`src/hw/rtl/pci_pkg.sv`:
```
package pci_pkg;

	localparam int CNT_W   = 8;
	localparam int CHAN_W  = 6;
	localparam int COLOR_W = 3 * CHAN_W;

	localparam logic [CNT_W-1:0] FULL_CODE   = 8'd255;
	localparam logic [7:0]       LIMIT_RESET = 8'd50;

	typedef logic [COLOR_W-1:0] color_t;

	typedef struct packed {
		logic       start_image;
		logic [7:0] blue;
		logic [7:0] green;
		logic [7:0] red;
	} pix_in_t;

	typedef struct packed {
		logic [7:0] pixel_index;
		logic       new_entry;
		logic       full_miss;
		logic       too_many_colors;
	} pix_out_t;

	typedef struct packed {
		logic load;
		logic step;
		logic commit;
	} pci_cmd_t;

	typedef struct packed {
		logic hit;
		logic exhausted;
		logic out_free;
	} pci_status_t;

	typedef enum logic {
		ST_IDLE,
		ST_SCAN
	} pci_state_t;

	function automatic color_t reduce_color(input pix_in_t px);
		return {px.red[7:2], px.green[7:2], px.blue[7:2]};
	endfunction

endpackage

```
`src/hw/rtl/pci_datapath.sv`:
```
module pci_datapath
	import pci_pkg::*;
#(
	parameter int PALETTE_DEPTH = 255
)
(
	input  logic        clk,
	input  logic        arst_n,
	input  pix_in_t     in_data,
	input  logic        cfg_valid,
	input  logic [7:0]  cfg_data,
	input  logic        out_ready,
	output logic        out_valid,
	output pix_out_t    out_data,
	input  pci_cmd_t    cmd,
	output pci_status_t status
);

	localparam int AW = (PALETTE_DEPTH > 1) ? $clog2(PALETTE_DEPTH) : 1;
	localparam logic [CNT_W-1:0] DEPTH_CNT = CNT_W'(PALETTE_DEPTH);

	color_t             palette_mem [PALETTE_DEPTH];
	color_t             color_q;
	color_t             rd_q;
	logic [CNT_W-1:0]   count_q;
	logic [CNT_W-1:0]   scan_q;
	logic [CNT_W-1:0]   cmp_idx_q;
	logic               cmp_valid_q;
	logic [7:0]         limit_q;
	logic               out_valid_q;
	pix_out_t           out_q;

	logic               hit;
	logic               exhausted;
	logic               full;
	logic               append;
	logic [CNT_W:0]     count_next;

	assign hit        = cmp_valid_q && (rd_q == color_q);
	assign exhausted  = (scan_q == count_q);
	assign full       = (count_q >= DEPTH_CNT);
	assign append     = cmd.commit && !hit && !full;
	assign count_next = {1'b0, count_q} + {{CNT_W{1'b0}}, append};

	assign status.hit       = hit;
	assign status.exhausted = exhausted;
	assign status.out_free  = !out_valid_q || out_ready;

	assign out_valid = out_valid_q;
	assign out_data  = out_q;

	always_ff @(posedge clk) begin
		if (append) begin
			palette_mem[count_q[AW-1:0]] <= color_q;
		end
	end

	always_ff @(posedge clk) begin
		if (cmd.step) begin
			rd_q      <= palette_mem[scan_q[AW-1:0]];
			cmp_idx_q <= scan_q;
		end
	end

	always_ff @(posedge clk) begin
		if (cmd.load) begin
			color_q <= reduce_color(in_data);
		end
	end

	always_ff @(posedge clk or negedge arst_n) begin
		if (!arst_n) begin
			count_q     <= '0;
			scan_q      <= '0;
			cmp_valid_q <= 1'b0;
			limit_q     <= LIMIT_RESET;
			out_valid_q <= 1'b0;
		end else begin
			if (cfg_valid) begin
				limit_q <= cfg_data;
			end
			if (cmd.load) begin
				scan_q      <= '0;
				cmp_valid_q <= 1'b0;
				if (in_data.start_image) begin
					count_q <= '0;
				end
			end else if (cmd.step) begin
				scan_q      <= scan_q + CNT_W'(1);
				cmp_valid_q <= 1'b1;
			end
			if (append) begin
				count_q <= count_q + CNT_W'(1);
			end
			if (cmd.commit) begin
				out_valid_q <= 1'b1;
			end else if (out_ready) begin
				out_valid_q <= 1'b0;
			end
		end
	end

	always_ff @(posedge clk) begin
		if (cmd.commit) begin
			out_q.too_many_colors <= (count_next > {1'b0, limit_q});
			if (hit) begin
				out_q.pixel_index <= cmp_idx_q;
				out_q.new_entry   <= 1'b0;
				out_q.full_miss   <= 1'b0;
			end else if (full) begin
				out_q.pixel_index <= FULL_CODE;
				out_q.new_entry   <= 1'b0;
				out_q.full_miss   <= 1'b1;
			end else begin
				out_q.pixel_index <= count_q;
				out_q.new_entry   <= 1'b1;
				out_q.full_miss   <= 1'b0;
			end
		end
	end

endmodule

```
`config.mk`:
```
export PLATFORM = sky130hd
export DESIGN_NAME = pci_datapath
export DESIGN_NICKNAME = d
export VERILOG_FILES = /design/src/hw/rtl/pci_pkg.sv /design/src/hw/rtl/pci_datapath.sv
export SDC_FILE = /design/constraint.sdc
export NUM_CORES = 2
export LEC_CHECK = 0
export BUFFER_PORTS_ARGS = -buffer_cell sky130_fd_sc_hd__buf_2
export CORE_MARGIN = 2
export CORE_UTILIZATION = 30
export CTS_BUF_LIST = sky130_fd_sc_hd__clkbuf_8
export DETAILED_ROUTE_END_ITERATION = 12
export PLACE_DENSITY = 0.56
export SYNTH_ARGS = -nofsm -noshare
export SYNTH_HDL_FRONTEND = slang
export SYNTH_MEMORY_MAX_BITS = 65536
export SYNTH_SLANG_ARGS = --single-unit
```
`constraint.sdc`:
```
create_clock -name clk -period 7.9 [get_ports clk]
set_input_delay 0 -clock clk [delete_from_list [all_inputs] [get_ports clk]]
set_output_delay 0 -clock clk [all_outputs]
set_load 0.005 [all_outputs]
```
# [After elaboration in Yosys (flattened, before gate mapping)]
# Memory sizes are Yosys's and may differ from the RTL's. A register that Yosys moved wholly into a read port is not among the register bits.
# Index checks and enable logic that the tools add are counted.
[op_classes] n_mux=13 magnitude_cmp=2 reduce_logical=12 n_eq_ne=2 add_sub_neg=3
[ops] op="$mux 8" n=5
[ops] op="$mux 10" n=2
[ops] op="$eq 18x18->1" n=1
[ops] op="$add 8x1->8 const B" n=2
[ops] op="$add 8x1->9" n=1
[ops] op="$gt 9x8->1" n=1
[ops] op="$eq 8x8->1" n=1
[ops] op="$ge 8x8->1 const B" n=1
[ops] op="$reduce_bool 2->1" n=4
[ops] op="$mux 1" n=6
[ops] op="$logic_and 1x1->1" n=3
[ops] op="$logic_not 1->1" n=3
[ops] op="$reduce_and 2->1" n=1
[ops] op="$logic_or 1x1->1" n=1
[word_totals] ram_bits=4590 memories=1 reg_bits=63 inputBits=40
[memory_table] memory="palette_mem" depth=255 word_bits=18 read_ports=1 rd_ports_with_merged_regs=1 write_ports=1 line="pci_datapath.sv:22" rtl="color_t palette_mem [PALETTE_DEPTH];"

# [Depth between registers and ports, before layout]
[depth] depth_word=7 ltp_mapped=18

# [Worst setup path after synthesis]
# Ideal clock, no wire load.
[synth_path] path_type="register to register" start="register color_q[14]" end="register out_q (netlist bit out_data[0]) (data pin)" setup_time_ps=264 slack_ps=1347 stages_incl_launch_ff=18 t_arrival_ps=6289 required_ps=7636 synth_period_minus_slack_ps=6553 cell_sequence="edfxtp_1 xnor2_1 nand4_1 nor2_1 and3_1 nor3b_1 buf_2 buf_2 ha_1 nand3_1 nor2_1 nand2_1 xnor2_1 ha_1 nand4_1 or2_2 o2111ai_1 nand3_1"
[synth_via] elab_chain_len=7
[synth_rtl] item="start, declared" line="pci_datapath.sv:23" rtl="color_t color_q;"
[synth_rtl] item="start signal, assigned" line="pci_datapath.sv:67" rtl="color_q <= reduce_color(in_data);"
[synth_rtl] item="$eq 18x18->1" line="pci_datapath.sv:39" rtl="assign hit = cmp_valid_q && (rd_q == color_q);"
[synth_rtl] item="$logic_and 1x1->1" line="pci_datapath.sv:39"
[synth_rtl] item="$logic_not 1->1" line="pci_datapath.sv:42" rtl="assign append = cmd.commit && !hit && !full;"
[synth_rtl] item="$logic_and 1x1->1 (2 in series)" line="pci_datapath.sv:42"
[synth_rtl] item="$add 8x1->9" line="pci_datapath.sv:43" rtl="assign count_next = {1'b0, count_q} + {{CNT_W{1'b0}}, append};"
[synth_rtl] item="$gt 9x8->1" line="pci_datapath.sv:105" rtl="out_q.too_many_colors <= (count_next > {1'b0, limit_q});"
[synth_rtl] item="end, declared" line="pci_datapath.sv:31" rtl="pix_out_t out_q;"
# No other way between the ends.
# A chain may end at the register's enable or synchronous reset.

# [Worst setup path after layout]
[layout_path] start="register color_q[11]" end="memory palette_mem[178][6] in the netlist's numbering, enable pin"
[layout_via] elab_chain_len=7
[layout_rtl] item="$eq 18x18->1" line="pci_datapath.sv:39"
[layout_rtl] item="$logic_and 1x1->1" line="pci_datapath.sv:39"
[layout_rtl] item="$logic_not 1->1" line="pci_datapath.sv:42"
[layout_rtl] item="$logic_and 1x1->1 (2 in series)" line="pci_datapath.sv:42"
[layout_rtl] item="$mux 1" line="pci_datapath.sv:53" rtl="if (append) begin"
[layout_rtl] item="$mux 1 (implied by the code)" line="pci_datapath.sv:54" rtl="palette_mem[count_q[AW-1:0]] <= color_q;"
[layout_rtl] item="end, declared" line="pci_datapath.sv:22"
# No other way between the ends.

==> qor.csv <==
stage,metric,value,unit
placement,Port Buf Inserts,48,
sta,final worst path period need,5180,ps
grt,wire length of the first global-routing pass,759000,um
detailed_routing,vias post-DR,94300,
worst_setup_path,CP Max Fanout,79,
grt,met1 GRT Util,0.238,
clock_network,CTS Buf Count,743,
worst_setup_path,FF-to-FF Start,color_q[11],
clock_network,CTS Sinks,4671,
synthesis,sequential fraction of the synthesis area,0.773,
grt,total gr overflow,0,
final_layout,Layout fillers,56000,
final_layout,final std cells w/o fill,17900,
die,Die Ht,781,um
synthesis,Async SR Flop Fraction,0.00557,
placement,Place WS,2700,ps
flow_run,Max-Cap Viols,0,
worst_setup_path,cell depth of the worst flop-to-flop path,8,
grt,GR Util met3,0.0434,
final_layout,multi-input logic area,38500,sq um
sta,Max Freq,193,MHz
sta,fin crit share,0.655,
worst_setup_path,Critical Path End Type,register,
sta,Relative slew margins,0.0383,
detailed_routing,DRC,0,
final_layout,register area,140000,sq um
final_layout,Nets,9263,
clock_network,Post-CTS Setup Bufs,0,
grt,largest net degree at the start of global routing,208,
die,num rows,285,
power,Net Sw Frac,0.246,
power,Int Pwr,38300,uW
grt,vias in the first global route,93300,
grt,initial antenna violation count,41,
detailed_routing,post-DR wirelength/cell,31.2,um
die,area of the core,602000,sq um
power,VDD IR max,0.000169,V
clock_network,clock root cell,clkbuf_8,
power,clock share of power,0.377,
synthesis,"EDFF count, synth",4645,
synthesis,Main synth FF type,edfxtp_1,
final_layout,layout cells sized above 1,0.268,
detailed_routing,1st-iter DRT viols,12900,
die,Starting Density,0.301,
worst_setup_path,r2r setup slk,2720,ps
clock_network,htree depth,6,
die,I/O Pins,55,
synthesis,Mean Syn Cell Area,21.5,sq um
worst_setup_path,CP max stage cell,nor2_2,
die,Die X-Extent,781,um
sta,Final Hold Fails,0,
power,Switch Pwr,12500,uW
die,Die Area,611000,sq um
final_layout,"Area growth, synth to finish",14.0,%
power,P per Cell Area,245,nW/um^2
clock_network,CTS max path bufs,4,
worst_setup_path,cell mode on critical path,nand4_1,
sta,Setup Skew,72.2,ps
sta,RSZ-0062 raised after global routing,false,
synthesis,Mapped Cells,8448,
sta,pins over their slew limit,0,
worst_setup_path,CP Class,reg2reg,
worst_setup_path,FF-to-FF End,palette_mem[178][6],
final_layout,"most common cell after layout, fill and taps aside",edfxtp_1,
synthesis,#FFs+latches synth,4671,
placement,GPL Wtd Cong,0.884,
hold_path,HP Start,in_data[11],
placement,"Cell Area, Placed",192000,sq um
worst_setup_path,Critical Path Source Type,register,
clock_network,CTS Hold Bufs,85,
detailed_routing,Detail Route Antenna Nets,0,
clock_network,CTS tree,yes,
worst_setup_path,Critical Path RT,8760,ps
placement,hpwl dp,327000,um
detailed_routing,Vias per Instance,5.28,
outcome,status,finished clean,
worst_setup_path,crit-path cells,"buf_4, xnor2_1, nand4_1, nor2_1, and3_1, nor3b_2, nand4_1, nor2_2",
clock_network,post_cts resized,0,
sta,slack of the critical path,2720,ps
power,Lkg Pwr,0.0636,uW
final_layout,most frequent cells in the layout,"edfxtp_1 (4645), mux4_2 (945), clkbuf_8 (745)",
grt,met2 global-route usage,0.272,
hold_path,WHS Endpoint,color_q[7],
detailed_routing,TritonRoute pass-1 iters,5,
power,sequential share of power,0.546,
power,Comb pwr share,0.077,
detailed_routing,final WL,556000,um
hold_path,Hold Path Class,in2reg,
grt,All-Layer GR Usage,0.176,
sta,TNS Setup,0,ps
hold_path,worst hold stages,3,
sta,worst slew pin tran,1440,ps
synthesis,"Distinct cells, synth",83,
synthesis,syn nets,8504,
sta,final setup fails,0,
clock_network,clock-pin transition on the worst setup and hold timing paths,60,ps
grt,layer with the highest usage,met2,
sta,Hold WS,83.4,ps
clock_network,Clock Latency Late Sink,1280,ps
placement,Inst Count DP,16400,
final_layout,final instance area,207000,sq um
synthesis,Netlist Area Pre-Place,181000,sq um
worst_setup_path,slowest cell delay on critical path,1380,ps
synthesis,Synth Warn #,0,
worst_setup_path,Worst EP arrival,6030,ps
metal layers:
metal	part of all wire	up-vias
li1	-	37200
met4	0.043	12
met2	0.46	5228
met1	0.40	50800
met5	0.00015	-
met3	0.10	1012
power by group through the flow:
stage	Sequential (uW)	Combinational, uW	Clock, uW
global placement	28200	3800	0
detailed placement	28200	3860	0
global route	27700	4060	20500
floorplan	28500	2080	0
CTS	27700	3910	19400
finish	27700	3890	19100
through the flow:
| step | total power, uW | util |
|---|---|---|
| after floorplan | 30600 | - |
| after global placement | 32000 | 0.319 |
| after detailed placement | 32100 | 0.319 |
| after CTS | 51100 | 0.343 |
| after global routing | 52200 | 0.343 |
| final | 50700 | 0.343 |
sequential cells by signal, summed over array words and instances, names as in the netlist, 8 cells and up:
signal / flops
cmp_idx_q: 8
count_q: 8
palette_mem: 4590
color_q: 18
scan_q: 8
rd_q: 18
limit_q: 8
out_data: 11
cell families (layout without fill, tap and decap cells):
group | count (synthesis) | count (layout) | synth area share
AND/OR/NAND/NOR | 847 | 847 | 0.0200
other | 0 | 15 | 0
multiplexers | 1483 | 1483 | 0.151
XOR/XNOR | 37 | 37 | 0.00179
adder cells (fa/ha/maj) | 16 | 16 | 0.00110
flip-flops | 4671 | 4671 | 0.773
buffers and inverters | 518 | 1869 | 0.0200
AO/OA/AOI/OAI | 876 | 876 | 0.0336
worst max-delay path, delay by kind of cell (launching register included):
kind | cells | cell delay, ps
and+or+nand+nor | 6 | 3480
buffers and inverters | 1 | 720
DFF | 1 | 340
xor gates and xnor gates | 1 | 190
worst max path at each step:
| stage | from | end |
|---|---|---|
| 3_3_place_gp | color_q[11] | palette_mem[178][4] |
| 3_5_place_dp | color_q[11] | palette_mem[179][9] |
| 6_report | color_q[11] | palette_mem[178][6] |
| 4_1_cts | color_q[11] | palette_mem[179][7] |
| 2_1_floorplan | color_q[14] | out_data[0] |
| 5_1_grt | color_q[11] | palette_mem[178][6] |
synth_stat cells (all sizes together), types with 4 or more instances:
master   number  share of area
a2111oi       7        0.00038
a211oi       15        0.00065
a21o          4        0.00017
a21oi       150         0.0041
a221o         8        0.00044
a221oi      108         0.0054
a22o         24         0.0012
a22oi       169         0.0070
a311oi       14        0.00068
a31oi        32         0.0011
a32oi        13        0.00063
a41oi         5        0.00024
and2         11        0.00038
and3         24        0.00083
buf         347          0.016
clkbuf      152         0.0033
dfrtp        23         0.0032
edfxtp     4645           0.77
ha           16         0.0011
inv          16        0.00033
mux2         44         0.0027
mux2i       458          0.025
mux4        981           0.12
nand2       286         0.0059
nand2b       17        0.00059
nand3        83         0.0023
nand4        27        0.00093
nor2        332         0.0069
nor2b        14        0.00048
nor3         35        0.00097
o2111ai       9        0.00043
o211ai       14        0.00058
o21a          9        0.00037
o21ai       155         0.0043
o221ai       28         0.0014
o22ai        62         0.0021
o311a         6        0.00033
o311ai        8        0.00043
o31ai        10        0.00041
or3           6        0.00021
xnor2        32         0.0015
xor2          5        0.00024
cell type report:
cell class / count / share of cell area
well taps: 8036 / 0.0486
clock buffers: 745 / 0.0496
flip-flops and latches: 4671 / 0.678
diodes: 15 / 0.000182
repair buffers: 513 / 0.0219
inverters: 19 / 0.000417
multi-input cells: 3259 / 0.186
clock inverters: 592 / 0.0156
Note: power is estimated with default switching activity, not from simulation.
